--- config.mk ---
export PLATFORM = sky130hd
export DESIGN_NAME = gamepad_report_builder_unit
export DESIGN_NICKNAME = d
export VERILOG_FILES = /design/src/sv/grb_pkg.sv /design/src/sv/grb_ram.sv /design/src/sv/grb_rescale.sv /design/src/sv/gamepad_report_builder_unit.sv
export SDC_FILE = /design/constraint.sdc
export NUM_CORES = 2
export LEC_CHECK = 0
export BUFFER_PORTS_ARGS = -buffer_cell sky130_fd_sc_hd__buf_4
export CORE_ASPECT_RATIO = 0.8
export CORE_UTILIZATION = 69
export DETAILED_ROUTE_END_ITERATION = 10
export HOLD_SLACK_MARGIN = 0.05
export PLACE_DENSITY = 0.87
export SKIP_LAST_GASP = 1
export SLEW_MARGIN = 40
export SYNTH_ARGS = -nofsm -noshare
export SYNTH_HDL_FRONTEND = slang
export SYNTH_SLANG_ARGS = --single-unit
export TNS_END_PERCENT = 50
--- constraint.sdc ---
create_clock -name clk -period 19.52 [get_ports clk]
set_input_delay 1.952 -clock clk [delete_from_list [all_inputs] [get_ports clk]]
set_output_delay 1.952 -clock clk [all_outputs]
set_load 0.02 [all_outputs]
--- src/sv/grb_pkg.sv ---
`timescale 1ns / 1ps
// grb_pkg: shared types, opcodes, register indexes and button map
// of the gamepad report builder; no dependencies
package grb_pkg;

  localparam int BYTE_IDX_W = 5;
  localparam int VALUE_W    = 32;
  localparam int AXIS_W     = 16;

  localparam logic [2:0] OP_BUTTON    = 3'd0;
  localparam logic [2:0] OP_TRIGGER   = 3'd1;
  localparam logic [2:0] OP_STICK     = 3'd2;
  localparam logic [2:0] OP_AXIS      = 3'd3;
  localparam logic [2:0] OP_DPAD      = 3'd4;
  localparam logic [2:0] OP_STICK_DIG = 3'd5;
  localparam logic [2:0] OP_CLEAR     = 3'd6;
  localparam logic [2:0] OP_SEND      = 3'd7;

  localparam logic [2:0] REG_TRIG_LO  = 3'd0;
  localparam logic [2:0] REG_TRIG_HI  = 3'd1;
  localparam logic [2:0] REG_STICK_LO = 3'd2;
  localparam logic [2:0] REG_STICK_HI = 3'd3;
  localparam logic [2:0] REG_AUTO     = 3'd4;

  localparam logic [4:0] BTN_LAST     = 5'd18;
  localparam logic [4:0] BTN_TRIG_L   = 5'd15;
  localparam logic [4:0] BTN_TRIG_R   = 5'd16;

  localparam logic [AXIS_W-1:0] STICK_MIN = 16'h8000;
  localparam logic [AXIS_W-1:0] STICK_MAX = 16'h7fff;
  localparam logic [AXIS_W-1:0] TRIG_MIN  = 16'h0000;
  localparam logic [AXIS_W-1:0] TRIG_MAX  = 16'h00ff;

  typedef struct packed {
    logic start;
    logic is_stick;
  } scale_req_t;

  function automatic logic [BYTE_IDX_W-1:0] btn_pos(input logic [4:0] id);
    logic [BYTE_IDX_W-1:0] p;
    case (id)
      5'd0, 5'd1, 5'd2, 5'd3, 5'd4, 5'd5, 5'd6: p = 5'd3;
      default: p = 5'd2;
    endcase
    return p;
  endfunction

  function automatic logic [2:0] btn_bit(input logic [4:0] id);
    logic [2:0] b;
    case (id)
      5'd0:  b = 3'd2;
      5'd1:  b = 3'd4;
      5'd2:  b = 3'd5;
      5'd3:  b = 3'd6;
      5'd4:  b = 3'd7;
      5'd5:  b = 3'd0;
      5'd6:  b = 3'd1;
      5'd7:  b = 3'd5;
      5'd8:  b = 3'd4;
      5'd9:  b = 3'd6;
      5'd10: b = 3'd7;
      5'd11: b = 3'd0;
      5'd12: b = 3'd1;
      5'd13: b = 3'd2;
      5'd14: b = 3'd3;
      5'd17: b = 3'd6;
      5'd18: b = 3'd7;
      default: b = 3'd0;
    endcase
    return b;
  endfunction

endpackage

--- src/sv/grb_ram.sv ---
`timescale 1ns / 1ps
// grb_ram: generic single-write, single-read ram with registered read
// no dependencies
module grb_ram #(
  parameter int WIDTH = 8,
  parameter int DEPTH = 20
) (
  input  logic                     clk,
  input  logic                     we,
  input  logic [$clog2(DEPTH)-1:0] waddr,
  input  logic [WIDTH-1:0]         wdata,
  input  logic                     re,
  input  logic [$clog2(DEPTH)-1:0] raddr,
  output logic [WIDTH-1:0]         rdata
);

  logic [WIDTH-1:0] mem [DEPTH];

  always_ff @(posedge clk) begin
    if (we) begin
      mem[waddr] <= wdata;
    end
    if (re) begin
      rdata <= mem[raddr];
    end
  end

endmodule

--- src/sv/grb_rescale.sv ---
`timescale 1ns / 1ps
// grb_rescale: clamp and linear rescale of one raw value, multiply then
// restoring divide one quotient bit per cycle; uses grb_pkg
module grb_rescale import grb_pkg::*; (
  input  logic                      clk,
  input  logic                      rst_n,
  input  scale_req_t                req,
  input  logic signed [VALUE_W-1:0] value,
  input  logic signed [VALUE_W-1:0] range_lo,
  input  logic signed [VALUE_W-1:0] range_hi,
  output logic                      done,
  output logic [AXIS_W-1:0]         result
);

  localparam logic [1:0] PH_IDLE = 2'd0;
  localparam logic [1:0] PH_MUL  = 2'd1;
  localparam logic [1:0] PH_DIV  = 2'd2;
  localparam logic [1:0] PH_FIN  = 2'd3;

  logic [1:0]         ph_r, ph_nxt;
  logic               done_r, done_nxt;
  logic               stick_r, stick_nxt;
  logic [3:0]         step_r, step_nxt;
  logic [VALUE_W-1:0] diff_r, diff_nxt;
  logic [VALUE_W-1:0] den_r, den_nxt;
  logic [VALUE_W-1:0] rem_r, rem_nxt;
  logic [AXIS_W-1:0]  quo_r, quo_nxt;
  logic [AXIS_W-1:0]  res_r, res_nxt;
  logic [AXIS_W-1:0]  span;
  logic [47:0]        prod;
  logic [VALUE_W:0]   trial;
  logic               ge;

  assign span  = stick_r ? 16'hffff : 16'h00ff;
  assign prod  = 48'(diff_r) * 48'(span);
  assign trial = {rem_r, quo_r[AXIS_W-1]};
  assign ge    = trial >= {1'b0, den_r};

  always_comb begin
    ph_nxt    = ph_r;
    done_nxt  = 1'b0;
    stick_nxt = stick_r;
    step_nxt  = step_r;
    diff_nxt  = diff_r;
    den_nxt   = den_r;
    rem_nxt   = rem_r;
    quo_nxt   = quo_r;
    res_nxt   = res_r;
    case (ph_r)
      PH_IDLE: begin
        if (req.start) begin
          stick_nxt = req.is_stick;
          if (value <= range_lo) begin
            res_nxt  = req.is_stick ? STICK_MIN : TRIG_MIN;
            done_nxt = 1'b1;
          end else if (value >= range_hi) begin
            res_nxt  = req.is_stick ? STICK_MAX : TRIG_MAX;
            done_nxt = 1'b1;
          end else begin
            diff_nxt = VALUE_W'(value - range_lo);
            den_nxt  = VALUE_W'(range_hi - range_lo);
            ph_nxt   = PH_MUL;
          end
        end
      end
      PH_MUL: begin
        rem_nxt  = prod[47:16];
        quo_nxt  = prod[15:0];
        step_nxt = 4'd0;
        ph_nxt   = PH_DIV;
      end
      PH_DIV: begin
        rem_nxt  = ge ? VALUE_W'(trial - {1'b0, den_r}) : trial[VALUE_W-1:0];
        quo_nxt  = {quo_r[AXIS_W-2:0], ge};
        step_nxt = step_r + 4'd1;
        if (step_r == 4'd15) begin
          ph_nxt = PH_FIN;
        end
      end
      PH_FIN: begin
        res_nxt  = stick_r ? {~quo_r[AXIS_W-1], quo_r[AXIS_W-2:0]} : quo_r;
        done_nxt = 1'b1;
        ph_nxt   = PH_IDLE;
      end
      default: ph_nxt = PH_IDLE;
    endcase
  end

  always_ff @(posedge clk) begin
    if (!rst_n) begin
      ph_r   <= PH_IDLE;
      done_r <= 1'b0;
    end else begin
      ph_r   <= ph_nxt;
      done_r <= done_nxt;
    end
    stick_r <= stick_nxt;
    step_r  <= step_nxt;
    diff_r  <= diff_nxt;
    den_r   <= den_nxt;
    rem_r   <= rem_nxt;
    quo_r   <= quo_nxt;
    res_r   <= res_nxt;
  end

  assign done   = done_r;
  assign result = res_r;

endmodule

--- src/sv/gamepad_report_builder_unit.sv ---
`timescale 1ns / 1ps
// gamepad_report_builder_unit: top level of the gamepad report builder
// uses grb_pkg, grb_ram and grb_rescale
//
// The report lives in a one-read one-write ram; each event reads the one to
// four bytes it touches and writes back those it changes, a read state and
// then a modify state per byte. Analog events first pass the rescale unit,
// where a clamped value skips the multiply and divide; a both-axes event
// rescales two values. A release-all writes one byte a cycle. A report run
// streams REPORT_LENGTH items at one per cycle while out_ready holds. One
// event is taken at a time; in_ready is high only between events. No
// clearing pass is needed after reset.
module gamepad_report_builder_unit import grb_pkg::*; #(
  parameter int REPORT_LENGTH = 20
) (
  input  logic                  clk,
  input  logic                  rst_n,
  input  logic                  in_valid,
  output logic                  in_ready,
  input  logic [2:0]            in_opcode,
  input  logic [4:0]            in_control_select,
  input  logic                  in_axis_select,
  input  logic                  in_pressed,
  input  logic signed [31:0]    in_value_a,
  input  logic signed [31:0]    in_value_b,
  input  logic                  in_invert_axis,
  input  logic                  in_dir_up,
  input  logic                  in_dir_down,
  input  logic                  in_dir_left,
  input  logic                  in_dir_right,
  input  logic                  in_socd_enable,
  output logic                  out_valid,
  input  logic                  out_ready,
  output logic [7:0]            out_report_byte,
  output logic [BYTE_IDX_W-1:0] out_byte_index,
  output logic                  out_last_byte,
  input  logic                  cfg_we,
  input  logic [2:0]            cfg_index,
  input  logic [31:0]           cfg_data
);

  localparam int AW = $clog2(REPORT_LENGTH);
  localparam int CW = $clog2(REPORT_LENGTH + 1);
  localparam logic [AW-1:0] LAST_ADDR = AW'(REPORT_LENGTH - 1);
  localparam logic [CW-1:0] LEN_C     = CW'(REPORT_LENGTH);
  localparam logic [7:0]    LEN_BYTE  = 8'(REPORT_LENGTH);

  localparam logic [3:0] S_IDLE = 4'd0;
  localparam logic [3:0] S_SCA  = 4'd1;
  localparam logic [3:0] S_SCB  = 4'd2;
  localparam logic [3:0] S_RD   = 4'd3;
  localparam logic [3:0] S_MOD  = 4'd4;
  localparam logic [3:0] S_CLR  = 4'd5;
  localparam logic [3:0] S_FIN  = 4'd6;
  localparam logic [3:0] S_EMIT = 4'd7;

  logic [3:0]         state_r, state_nxt;
  logic [1:0]         k_r, k_nxt;
  logic [AW-1:0]      clr_r, clr_nxt;
  logic [2:0]         op_r, op_nxt;
  logic [4:0]         sel_r, sel_nxt;
  logic               axis_r, axis_nxt;
  logic               pressed_r, pressed_nxt;
  logic               inv_r, inv_nxt;
  logic               up_r, up_nxt, down_r, down_nxt;
  logic               left_r, left_nxt, right_r, right_nxt;
  logic signed [31:0] vb_r, vb_nxt;
  logic [AXIS_W-1:0]  x_r, x_nxt, y_r, y_nxt;
  logic               changed_r, changed_nxt;
  logic               pending_r, pending_nxt;
  logic [CW-1:0]      em_idx_r, em_idx_nxt;
  logic               rd_pend_r, rd_pend_nxt;
  logic [AW-1:0]      pend_idx_r, pend_idx_nxt;
  logic               out_valid_r, out_valid_nxt;
  logic [7:0]         out_byte_r, out_byte_nxt;
  logic [AW-1:0]      out_idx_r, out_idx_nxt;
  logic               out_last_r, out_last_nxt;

  logic signed [31:0] trig_lo_r, trig_hi_r, stick_lo_r, stick_hi_r;
  logic               auto_r;

  logic [REPORT_LENGTH-1:0] valid_r;
  logic                     rvld_r;
  logic [7:0]               rdef_r;

  logic          accept;
  logic          up_c, down_c, left_c, right_c;
  logic          sel_ok_in;
  logic [AW-1:0] base;
  logic [AW-1:0] plan_addr;
  logic [1:0]    plan_last;
  logic [7:0]    cur_byte, new_byte;
  logic [7:0]    mask;
  logic          mem_we, mem_re, load;
  logic [AW-1:0] mem_waddr, mem_raddr;
  logic [7:0]    mem_wdata, ram_rdata;
  logic          always_op, do_emit;

  scale_req_t         sreq;
  logic signed [31:0] sval, slo, shi;
  logic               sdone;
  logic [AXIS_W-1:0]  sres;

  assign accept   = in_valid && in_ready;
  assign in_ready = (state_r == S_IDLE);

  assign up_c      = in_dir_up;
  assign down_c    = in_dir_down && !(in_socd_enable && in_dir_up);
  assign left_c    = in_dir_left && !(in_socd_enable && in_dir_right);
  assign right_c   = in_dir_right && !(in_socd_enable && in_dir_left);
  assign sel_ok_in = (in_control_select[4:1] == 4'd0);

  assign cur_byte = rvld_r ? ram_rdata : rdef_r;
  assign base     = sel_r[0] ? AW'(10) : AW'(6);
  assign mask     = 8'(1) << btn_bit(sel_r);

  // byte plan of the current event
  always_comb begin
    plan_addr = AW'(2);
    plan_last = 2'd0;
    new_byte  = cur_byte;
    case (op_r)
      OP_BUTTON: begin
        if (sel_r == BTN_TRIG_L || sel_r == BTN_TRIG_R) begin
          plan_addr = (sel_r == BTN_TRIG_R) ? AW'(5) : AW'(4);
          new_byte  = pressed_r ? 8'hff : 8'h00;
        end else begin
          plan_addr = AW'(btn_pos(sel_r));
          new_byte  = pressed_r ? (cur_byte | mask) : (cur_byte & ~mask);
        end
      end
      OP_TRIGGER: begin
        plan_addr = sel_r[0] ? AW'(5) : AW'(4);
        new_byte  = x_r[7:0];
      end
      OP_STICK, OP_STICK_DIG: begin
        plan_addr = base + AW'(k_r);
        plan_last = 2'd3;
        case (k_r)
          2'd0: new_byte = x_r[7:0];
          2'd1: new_byte = x_r[15:8];
          2'd2: new_byte = y_r[7:0];
          default: new_byte = y_r[15:8];
        endcase
      end
      OP_AXIS: begin
        plan_addr = base + (axis_r ? AW'(2) : AW'(0)) + AW'(k_r);
        plan_last = 2'd1;
        new_byte  = k_r[0] ? x_r[15:8] : x_r[7:0];
      end
      OP_DPAD: begin
        plan_addr = AW'(2);
        new_byte  = {cur_byte[7:4], right_r, left_r, down_r, up_r};
      end
      default: begin
        plan_addr = AW'(2);
      end
    endcase
  end

  assign always_op = (op_r == OP_STICK) || (op_r == OP_DPAD) ||
                     (op_r == OP_STICK_DIG) || (op_r == OP_CLEAR);
  assign do_emit   = pending_r && ((op_r == OP_SEND) ||
                     (auto_r && (changed_r || always_op)));
  assign load      = rd_pend_r && (!out_valid_r || out_ready);

  always_comb begin
    state_nxt     = state_r;
    k_nxt         = k_r;
    clr_nxt       = clr_r;
    op_nxt        = op_r;
    sel_nxt       = sel_r;
    axis_nxt      = axis_r;
    pressed_nxt   = pressed_r;
    inv_nxt       = inv_r;
    up_nxt        = up_r;
    down_nxt      = down_r;
    left_nxt      = left_r;
    right_nxt     = right_r;
    vb_nxt        = vb_r;
    x_nxt         = x_r;
    y_nxt         = y_r;
    changed_nxt   = changed_r;
    pending_nxt   = pending_r;
    em_idx_nxt    = em_idx_r;
    rd_pend_nxt   = rd_pend_r;
    pend_idx_nxt  = pend_idx_r;
    out_valid_nxt = out_valid_r;
    out_byte_nxt  = out_byte_r;
    out_idx_nxt   = out_idx_r;
    out_last_nxt  = out_last_r;
    mem_we        = 1'b0;
    mem_waddr     = plan_addr;
    mem_wdata     = new_byte;
    mem_re        = 1'b0;
    mem_raddr     = plan_addr;
    sreq.start    = 1'b0;
    sreq.is_stick = 1'b1;
    sval          = vb_r;

    if (out_valid_r && out_ready) begin
      out_valid_nxt = 1'b0;
    end
    if (load) begin
      out_valid_nxt = 1'b1;
      out_byte_nxt  = cur_byte;
      out_idx_nxt   = pend_idx_r;
      out_last_nxt  = (pend_idx_r == LAST_ADDR);
      rd_pend_nxt   = 1'b0;
    end

    case (state_r)
      S_IDLE: begin
        sval          = in_value_a;
        sreq.is_stick = (in_opcode != OP_TRIGGER);
        if (accept) begin
          op_nxt      = in_opcode;
          sel_nxt     = in_control_select;
          axis_nxt    = in_axis_select;
          pressed_nxt = in_pressed;
          inv_nxt     = in_invert_axis;
          up_nxt      = up_c;
          down_nxt    = down_c;
          left_nxt    = left_c;
          right_nxt   = right_c;
          vb_nxt      = in_value_b;
          changed_nxt = 1'b0;
          k_nxt       = 2'd0;
          case (in_opcode)
            OP_BUTTON: begin
              if (in_control_select <= BTN_LAST) begin
                state_nxt = S_RD;
              end
            end
            OP_TRIGGER, OP_STICK, OP_AXIS: begin
              if (sel_ok_in) begin
                sreq.start = 1'b1;
                state_nxt  = S_SCA;
              end
            end
            OP_DPAD: state_nxt = S_RD;
            OP_STICK_DIG: begin
              if (sel_ok_in) begin
                x_nxt     = (left_c == right_c) ? 16'h0000 :
                            (left_c ? STICK_MIN : STICK_MAX);
                y_nxt     = (up_c == down_c) ? 16'h0000 :
                            (up_c ? STICK_MAX : STICK_MIN);
                state_nxt = S_RD;
              end
            end
            OP_CLEAR: begin
              clr_nxt   = AW'(2);
              state_nxt = S_CLR;
            end
            default: state_nxt = S_FIN;
          endcase
        end
      end
      S_SCA: begin
        if (sdone) begin
          x_nxt = (op_r == OP_AXIS && inv_r) ? ~sres : sres;
          if (op_r == OP_STICK) begin
            sreq.start = 1'b1;
            state_nxt  = S_SCB;
          end else begin
            state_nxt = S_RD;
          end
        end
      end
      S_SCB: begin
        if (sdone) begin
          y_nxt     = sres;
          state_nxt = S_RD;
        end
      end
      S_RD: begin
        mem_re    = 1'b1;
        state_nxt = S_MOD;
      end
      S_MOD: begin
        if (new_byte != cur_byte) begin
          mem_we      = 1'b1;
          changed_nxt = 1'b1;
          pending_nxt = 1'b1;
        end
        if (k_r == plan_last) begin
          state_nxt = S_FIN;
        end else begin
          k_nxt     = k_r + 2'd1;
          state_nxt = S_RD;
        end
      end
      S_CLR: begin
        mem_we      = 1'b1;
        mem_waddr   = clr_r;
        mem_wdata   = 8'h00;
        pending_nxt = 1'b1;
        if (clr_r == LAST_ADDR) begin
          state_nxt = S_FIN;
        end else begin
          clr_nxt = clr_r + AW'(1);
        end
      end
      S_FIN: begin
        if (do_emit) begin
          pending_nxt = 1'b0;
          em_idx_nxt  = '0;
          state_nxt   = S_EMIT;
        end else begin
          state_nxt = S_IDLE;
        end
      end
      S_EMIT: begin
        mem_raddr = em_idx_r[AW-1:0];
        if (em_idx_r != LEN_C && (!rd_pend_r || load)) begin
          mem_re       = 1'b1;
          rd_pend_nxt  = 1'b1;
          pend_idx_nxt = em_idx_r[AW-1:0];
          em_idx_nxt   = em_idx_r + CW'(1);
        end else if (em_idx_r == LEN_C && !rd_pend_r) begin
          state_nxt = S_IDLE;
        end
      end
      default: state_nxt = S_IDLE;
    endcase
  end

  assign slo = sreq.is_stick ? stick_lo_r : trig_lo_r;
  assign shi = sreq.is_stick ? stick_hi_r : trig_hi_r;

  grb_rescale u_rescale (
    .clk      (clk),
    .rst_n    (rst_n),
    .req      (sreq),
    .value    (sval),
    .range_lo (slo),
    .range_hi (shi),
    .done     (sdone),
    .result   (sres)
  );

  grb_ram #(
    .WIDTH (8),
    .DEPTH (REPORT_LENGTH)
  ) u_report_ram (
    .clk   (clk),
    .we    (mem_we),
    .waddr (mem_waddr),
    .wdata (mem_wdata),
    .re    (mem_re),
    .raddr (mem_raddr),
    .rdata (ram_rdata)
  );

  always_ff @(posedge clk) begin
    if (!rst_n) begin
      state_r     <= S_IDLE;
      pending_r   <= 1'b1;
      rd_pend_r   <= 1'b0;
      out_valid_r <= 1'b0;
      valid_r     <= '0;
    end else begin
      state_r     <= state_nxt;
      pending_r   <= pending_nxt;
      rd_pend_r   <= rd_pend_nxt;
      out_valid_r <= out_valid_nxt;
      if (mem_we) begin
        valid_r[mem_waddr] <= 1'b1;
      end
    end
    k_r        <= k_nxt;
    clr_r      <= clr_nxt;
    op_r       <= op_nxt;
    sel_r      <= sel_nxt;
    axis_r     <= axis_nxt;
    pressed_r  <= pressed_nxt;
    inv_r      <= inv_nxt;
    up_r       <= up_nxt;
    down_r     <= down_nxt;
    left_r     <= left_nxt;
    right_r    <= right_nxt;
    vb_r       <= vb_nxt;
    x_r        <= x_nxt;
    y_r        <= y_nxt;
    changed_r  <= changed_nxt;
    em_idx_r   <= em_idx_nxt;
    pend_idx_r <= pend_idx_nxt;
    out_byte_r <= out_byte_nxt;
    out_idx_r  <= out_idx_nxt;
    out_last_r <= out_last_nxt;
    if (mem_re) begin
      rvld_r <= valid_r[mem_raddr];
      rdef_r <= (mem_raddr == AW'(1)) ? LEN_BYTE : 8'h00;
    end
  end

  // configuration registers, range pairs keep low below high
  always_ff @(posedge clk) begin
    if (!rst_n) begin
      trig_lo_r  <= 32'sd0;
      trig_hi_r  <= 32'sd255;
      stick_lo_r <= -32'sd32768;
      stick_hi_r <= 32'sd32767;
      auto_r     <= 1'b1;
    end else if (cfg_we) begin
      case (cfg_index)
        REG_TRIG_LO: begin
          if ($signed(cfg_data) < trig_hi_r) trig_lo_r <= $signed(cfg_data);
        end
        REG_TRIG_HI: begin
          if (trig_lo_r < $signed(cfg_data)) trig_hi_r <= $signed(cfg_data);
        end
        REG_STICK_LO: begin
          if ($signed(cfg_data) < stick_hi_r) stick_lo_r <= $signed(cfg_data);
        end
        REG_STICK_HI: begin
          if (stick_lo_r < $signed(cfg_data)) stick_hi_r <= $signed(cfg_data);
        end
        REG_AUTO: auto_r <= cfg_data[0];
        default: ;
      endcase
    end
  end

  assign out_valid       = out_valid_r;
  assign out_report_byte = out_byte_r;
  assign out_byte_index  = BYTE_IDX_W'(out_idx_r);
  assign out_last_byte   = out_last_r;

  a_rd_only_in_emit: assert property (@(posedge clk) disable iff (!rst_n)
    rd_pend_r |-> (state_r == S_EMIT))
    else $error("report read outstanding outside a run");

  a_no_write_in_emit: assert property (@(posedge clk) disable iff (!rst_n)
    (state_r == S_EMIT) |-> !mem_we)
    else $error("report written during a run");

  a_out_hold: assert property (@(posedge clk) disable iff (!rst_n)
    (out_valid && !out_ready) |=> (out_valid &&
      $stable({out_report_byte, out_byte_index, out_last_byte})))
    else $error("waiting item dropped or changed");

  a_pending_cleared: assert property (@(posedge clk) disable iff (!rst_n)
    (state_r == S_FIN && state_nxt == S_EMIT) |=> !pending_r)
    else $error("pending still set after starting a run");

endmodule
-- After elaboration in Yosys (flattened, before gate mapping)
Memories as Yosys holds them, arrays and structs flattened. A register that Yosys moved wholly into a read port is not among the register bits.
Index checks and enable logic that the tools add are counted.
- memories: 2
- memory bits (read-only): 96
- word-level logic and storage cells: 321
- bits in registers: 412
- memory bits (writable): 160
- shifts and indexed selects: 1
- reduce and logical (&&, ||, !) cells: 67
- bitwise operators: 8
- $add $sub $neg: 10
- multiplexer cells: 110
- equal/unequal tests: 70
- $mul: 1
- order comparisons: 11
- memory list (memory ; words ; bits a word ; rd ports ; clocked after Yosys merged registers in ; wr ports ; RTL line ; text):
    u_report_ram.mem ; 20 ; 8 ; 1 ; 1 ; 1 ; grb_ram.sv:17 ; logic [WIDTH-1:0] mem [DEPTH];
    (name not given) ; 32 ; 3 ; 1 ; 1 ; 0 ; grb_pkg.sv:50 ; case (id)
- operator list (kind ; number):
    $mux 16 ; 19
    $lt 32x32->1 ; 4
    $mux 32 ; 4
    $pmux 16 s2 ; 4
    $sub 32x32->32 ; 3
    $pmux 32 s2 ; 1
    $mul 32x16->48 ; 1
    $mux 8 ; 6
    $mux 5 ; 9
    $mux 4 ; 10
    $pmux 8 s5 ; 1
    $ge 33x32->1 ; 1
    $ge 32x32->1 ; 1
    $le 32x32->1 ; 1
    $pmux 4 s8 ; 1
    $mux 1 ; 27
    $reduce_and 3->1 ; 9
    $eq 3x3->1 const B ; 8
    $pmux 8 s3 ; 1
    $ne 2x2->1 const B ; 11
    $eq 5x5->1 const B ; 4
    $or 20x20->20 ; 1
    $pmux 4 s5 ; 1
    $pmux 5 s2 ; 2
    other kinds (60) ; 148

-- Depth between registers and ports, before layout
- depth in word-level cells: 11
- depth in mapped cells: 27
- mapped depth without buffers: 24

-- Modules after synthesis
Synthesis repeated with hierarchy kept, for this count alone.
- cells, all modules: 4533
- area, all modules: 46768.6 sq um
- by module, submodules not included (module ; cells each ; area an instance (sq um) ; instances):
    grb_rescale ; 2462 ; 23381.2 ; 1
    gamepad_report_builder_unit ; 1763 ; 16824.9 ; 1
    grb_ram ; 308 ; 6562.5 ; 1

-- Worst setup path before layout
No wires, ideal clock.
- path kind: input -> register
- start point: in in_opcode[2]
- end point: reg u_rescale.den_r[0], enable pin
- data required time: 18.876 ns
- slack: 7.828 ns
- arrival time: 11.048 ns
- buffers on the path: 3
- library setup time: 0.644 ns
- cell stages on the path: 14
- path through: clkbuf_1 nor2_1 nand3_1 clkbuf_1 buf_1 mux2i_1 ha_1 a21o_1 a21oi_1 o221a_2 a21oi_2 o41ai_4 o21a_1 nor4_1
- longest elaborated chain between the ends: 6
- elaborated cells between the ends (all ways): 16
- RTL lines (what ; RTL line ; text):
    from (decl) ; gamepad_report_builder_unit.sv:20 ; input logic [2:0] in_opcode,
    $ne 3x1->1, or another cell as far along ; gamepad_report_builder_unit.sv:215 ; sreq.is_stick = (in_opcode != OP_TRIGGER);
    $mux 1 or $reduce_or 3->1 (tied branches) ; gamepad_report_builder_unit.sv:212, gamepad_report_builder_unit.sv:229 ;
    $mux 32, or another cell as far along ; gamepad_report_builder_unit.sv:328 ; assign slo = sreq.is_stick ? stick_lo_r : trig_lo_r;
    $le 32x32->1, or another cell as far along ; grb_rescale.sv:53 ; if (value <= range_lo) begin
    $not 1->1 (no source line) or $pmux 1 s2 (tied branches) ; n/a ;
    $reduce_and 4->1 (no source line) * ; n/a ;
    to (signal assigned) ; grb_rescale.sv:100 ; den_r <= den_nxt;
    to (decl) ; grb_rescale.sv:25 ; logic [VALUE_W-1:0] den_r, den_nxt;
Mark *: on every way between the ends. The rest lies on a longest branch, timed or not.
A chain may end at the register's enable or synchronous reset.

-- Worst setup path in the final report
- start point: reg u_rescale.diff_r[5]
- end point: reg u_rescale.rem_r[28], data pin
- longest elaborated chain between the ends: 2
- RTL lines (what ; RTL line ; text):
    from (decl) ; grb_rescale.sv:24 ; logic [VALUE_W-1:0] diff_r, diff_nxt;
    from (signal assigned) ; grb_rescale.sv:99 ; diff_r <= diff_nxt;
    $mul 32x16->48 ; grb_rescale.sv:35 ; assign prod = 48'(diff_r) * 48'(span);
    $pmux 32 s2 ; grb_rescale.sv:49 ; case (ph_r)
    named net u_rescale.rem_nxt[28] ; grb_rescale.sv:26 ; logic [VALUE_W-1:0] rem_r, rem_nxt;
    to (signal assigned) ; grb_rescale.sv:101 ; rem_r <= rem_nxt;
    to (decl) ; grb_rescale.sv:26 ;
The timed path passes the listed nets, and every way through them passes these cells.

==> key figures <==
Run status
  – Run status: finished, final reports clean

Synthesis
  – Share of the synthesized area in compound gates (AO/OA/AOI/OAI): 13.8%
  – Primary FF master, synth: sky130_fd_sc_hd__edfxtp_1
  – Distinct cell type count of the synthesized netlist: 97
  – Fraction of the mapped netlist area in adder cells: 25.3%
  – Flip-flop and latch count after synthesis: 575
  – Net Count, Synth: 5467
  – Main combinational cell family by area after synthesis: adder cells
  – Mux contribution to synthesized area: 5.73%
  – Post-synthesis sequential area ratio: 33.8%
  – Simple logic cell fraction of the synthesized area: 11.9%
  – Share of async-settable or async-resettable flops after synthesis: 0%
  – Number of flops mapped to enable cells by yosys: 414
  – Netlist area before placement: 46300 µm²
  – Share of the synthesized netlist area taken by xor and xnor gates: 3.12%
  – Synth warn: 0
  – Post-synthesis average cell area: 10.0 µm²
  – Gate Count Post-Synth: 4610

Power
  – Worst ir drop on vdd: 0.0947 mV
  – Leak pwr: 22.1 nW
  – Overall power: 5.08 mW
  – Pwr/cell area: 101 nW/µm²

Setup path
  – Startpoint class of the critical path: flop
  – Crit Path Max Fanout: 12
  – Worst path cell trace: inv_1, fa_1, inv_1, fa_1, ha_1, fa_1, inv_1, fa_1, inv_1, fa_1, ha_1, a2111oi_0, o21ai_1, a41oi_1, nor4_1, o211ai_1, a211o_1, o221ai_1, xor2_1, mux2_2
  – Crit-path slowest cell: sky130_fd_sc_hd__edfxtp_1
  – Delay of the slowest critical-path stage: 670 ps
  – Critical Path Start: u_rescale.diff_r[5]$_DFFE_PP_
  – CP Buf/Inv Count: 4
  – Most frequent CP cell: sky130_fd_sc_hd__fa_1
  – Cell class contributing the biggest share of worst-path delay: adder cells
  – Worst Setup Path Type: reg -> reg
  – Worst Path Arrival: 7770 ps
  – Required time reported for the critical path endpoint: 19890 ps
  – Crit. End Element: flop
  – FF-to-FF Start: u_rescale.diff_r[5]$_DFFE_PP_

Timing
  – Crit path time final: 7400 ps
  – Setup Viol. Count Final: 0
  – Highest Clock Rate: 0.135 GHz
  – Final number of hold-violating endpoints: 0
  – Aggregate negative setup slack: 0 ps
  – Worst slew slack as a fraction of its limit: 40.9%
  – Actual slew at the worst max-slew pin: 879 ps
  – Layout Skew: 52.1 ps
  – Post-route clock period utilization: 37.9%
  – Final Max Slew Viols: 0
  – Setup repair after global routing missed its margin: false

Die
  – Floorplan die height: 234 µm
  – Effective utilization at floorplan: 70.2%
  – X dimension of the die: 292 µm
  – Core Box Area: 66000 µm²
  – Cell row count: 84
  – Die area: 68200 µm²
  – Number of top-level pins: 136

Placed design
  – Dpl hpwl: 91700 µm
  – Final GP Congestion: 0.991
  – Quantity of I/O buffers inserted on ports: 135

GRT
  – Remaining global-route overflow: 0
  – Total GRT Usage: 35.5%
  – Number of antenna violations at the first check in global routing: 7
  – Maximum number of pins on one net before global-route repair: 116
  – Number of global-route vias before repair: 35373
  – Global-route wire length before repair: 191000 µm

Finish
  – Fill cell total of the finished layout: 4389
  – Most common cell after layout, fill and taps aside: sky130_fd_sc_hd__inv_1
  – Layout Area Growth over Synthesis: 8.40%
  – Highest-count cells in the layout ignoring fill and taps: 584 x sky130_fd_sc_hd__inv_1, 486 x sky130_fd_sc_hd__nand2_1, 414 x sky130_fd_sc_hd__edfxtp_1, 405 x sky130_fd_sc_hd__ha_1, 330 x sky130_fd_sc_hd__fa_1
  – Fraction of layout cells with a size suffix above 1: 8.76%
  – Final Net Count: 5527

Route
  – Antenna violation net count after detailed routing: 0
  – Initial DRC Count: 3773
  – Total via count in the routed design: 35663
  – Routed via count divided by cell count: 6.39
  – Total Routed Length: 120000 µm
  – Detailed-routing iteration count for the pre-antenna-repair pass: 6
  – Detailed-route DRC error count: 0
  – Detail-routed net length per standard cell: 21.5 µm

Clocking
  – Number of clock buffers inserted by TritonCTS: 58
  – Number of clock sinks: 575
  – Clock edge transition at the registers on the reported setup and hold paths: 60 ps
  – Hold buffer count at cts: 0
  – Clock tree from TritonCTS: done
  – PostCTS Resize Cnt: 0
  – H-Tree Level Count: 2
  – CTS root buf: sky130_fd_sc_hd__clkbuf_16
  – Clock network latency to the later pin of the worst-skew pair: 660 ps
  – Maximum clock path buffer count: 3
  – Number of post-CTS setup repair buffers: 0

Job
  – Max cap viols: 0

Hold path
  – Worst Min Path Start: pend_idx_r[1]$_DFFE_PP_
  – Hold/Removal Path Class: reg -> reg
[state kept, by name, indices dropped and copies added (netlist names), 4 cells and up, named ones only]
signal,count
u_report_ram.mem,160
stick_hi_r,32
stick_lo_r,32
trig_hi_r,32
trig_lo_r,32
u_rescale.den_r,32
u_rescale.diff_r,32
u_rescale.rem_r,32
vb_r,32
valid_r,20
u_rescale.quo_r,16
u_rescale.result,16
x_r,16
y_r,16
out_report_byte,8
u_report_ram.rdata,8
clr_r,5
em_idx_r,5
out_byte_index,5
pend_idx_r,5
sel_r,5
u_rescale.step_r,4
[per-layer routing]
| metal | track usage, % | routed length [µm] | part of all wire, % | vias to the layer above |
|---|---|---|---|---|
| met5 | 0 | 24 | 0.020 | - |
| met1 | 49.4 | 49100 | 41 | 17335 |
| met2 | 56.4 | 54800 | 46 | 1780 |
| met3 | 6.35 | 11800 | 9.8 | 293 |
| li1 | - | - | - | 16251 |
| met4 | 12.9 | 4300 | 3.6 | 4 |
[final timing paths]
| check | slack [ps] | end | cells past startpoint |
|---|---|---|---|
| setup / recovery | 12120 | u_rescale.rem_r[28]$_DFFE_PP_ | 20 |
| hold / removal | 440 | out_byte_index[1]$_DFFE_PP_ | 0 |
| setup reg to reg | 12120 | u_rescale.rem_r[28]$_DFFE_PP_ | 20 |
| hold reg to reg | 440 | out_byte_index[1]$_DFFE_PP_ | 0 |
[through the flow]
| stage | utilization, % | instance area, µm² | setup slack (ps) | hold slack [ps] | std cells |
|---|---|---|---|---|---|
| final | 76.1 | 50200 | 12120 | 442 | 5580 |
| after global routing | 76.1 | 50200 | 11730 | 472 | 5580 |
| after floorplan | - | 46300 | 7830 | 414 | 4610 |
| after global placement | 72.9 | 48100 | 12380 | 428 | 5467 |
| after detailed placement | 73.1 | 48200 | 12290 | 431 | 5470 |
| after CTS | 76.0 | 50200 | 12180 | 445 | 5576 |
[cell families (layout without fill, tap and decap cells)]
family,after synthesis,after routing
DFF,575,575
adders and majority gates,741,741
xor gates and xnor gates,165,165
AOI/OAI and AO/OA,947,947
other,0,4
and+or+nand+nor,1170,1170
muxes,249,249
buffers and inverters,763,869
[final cells by class]
cell class | count | area, µm² | area share (%)
clock inverter | 34 | 378 | 0.753
timing repair buffer | 175 | 1390 | 2.77
multi-input combinational | 3272 | 27900 | 55.7
tap | 860 | 1080 | 2.14
inverter | 588 | 2210 | 4.40
antenna | 4 | 10.0 | 0.0199
sequential | 575 | 15700 | 31.2
clock buffer | 72 | 1540 | 3.08
[worst register-to-register path, cell delays in order (launching register included)]
cell                        delay [ps]
sky130_fd_sc_hd__edfxtp_1          670
sky130_fd_sc_hd__inv_1             220
sky130_fd_sc_hd__fa_1              630
sky130_fd_sc_hd__inv_1              70
sky130_fd_sc_hd__fa_1              490
sky130_fd_sc_hd__ha_1              240
sky130_fd_sc_hd__fa_1              510
sky130_fd_sc_hd__inv_1              50
sky130_fd_sc_hd__fa_1              470
sky130_fd_sc_hd__inv_1              50
sky130_fd_sc_hd__fa_1              470
sky130_fd_sc_hd__ha_1              380
sky130_fd_sc_hd__a2111oi_0         530
sky130_fd_sc_hd__o21ai_1           260
sky130_fd_sc_hd__a41oi_1           520
sky130_fd_sc_hd__nor4_1            230
sky130_fd_sc_hd__o211ai_1          460
sky130_fd_sc_hd__a211o_1           320
sky130_fd_sc_hd__o221ai_1          150
sky130_fd_sc_hd__xor2_1            150
sky130_fd_sc_hd__mux2_2            270
[synth_stat cells (43+ instances only)]
master | n | share of area [%]
sky130_fd_sc_hd__fa_1 | 330 | 14
sky130_fd_sc_hd__dfxtp_1 | 161 | 7.0
sky130_fd_sc_hd__mux2i_1 | 190 | 4.1
sky130_fd_sc_hd__nor2b_1 | 84 | 1.1
sky130_fd_sc_hd__a21o_1 | 135 | 2.2
sky130_fd_sc_hd__xor2_1 | 77 | 1.5
sky130_fd_sc_hd__clkbuf_1 | 133 | 1.1
sky130_fd_sc_hd__and2_1 | 48 | 0.65
sky130_fd_sc_hd__nand2_1 | 486 | 3.9
sky130_fd_sc_hd__a21oi_1 | 215 | 2.3
sky130_fd_sc_hd__o21ai_0 | 173 | 1.9
sky130_fd_sc_hd__edfxtp_1 | 414 | 27
sky130_fd_sc_hd__xnor2_1 | 88 | 1.7
sky130_fd_sc_hd__nor2_1 | 215 | 1.7
sky130_fd_sc_hd__nor3_1 | 43 | 0.46
sky130_fd_sc_hd__ha_1 | 407 | 11
sky130_fd_sc_hd__and3_1 | 44 | 0.59
sky130_fd_sc_hd__nand3_1 | 86 | 0.93
sky130_fd_sc_hd__inv_1 | 586 | 4.7
sky130_fd_sc_hd__nand4_1 | 52 | 0.70
sky130_fd_sc_hd__mux2_2 | 50 | 1.2
[report_power, final]
part           total, mW  internal, mW  leakage (nW)  switching, mW
sequential          1.60          1.53          5.06         0.0676
clock               1.14         0.632         0.931          0.509
combinational       2.34         0.864          16.1           1.47
total               5.08          3.03          22.1           2.05
(Power assumes the default switching activity.)
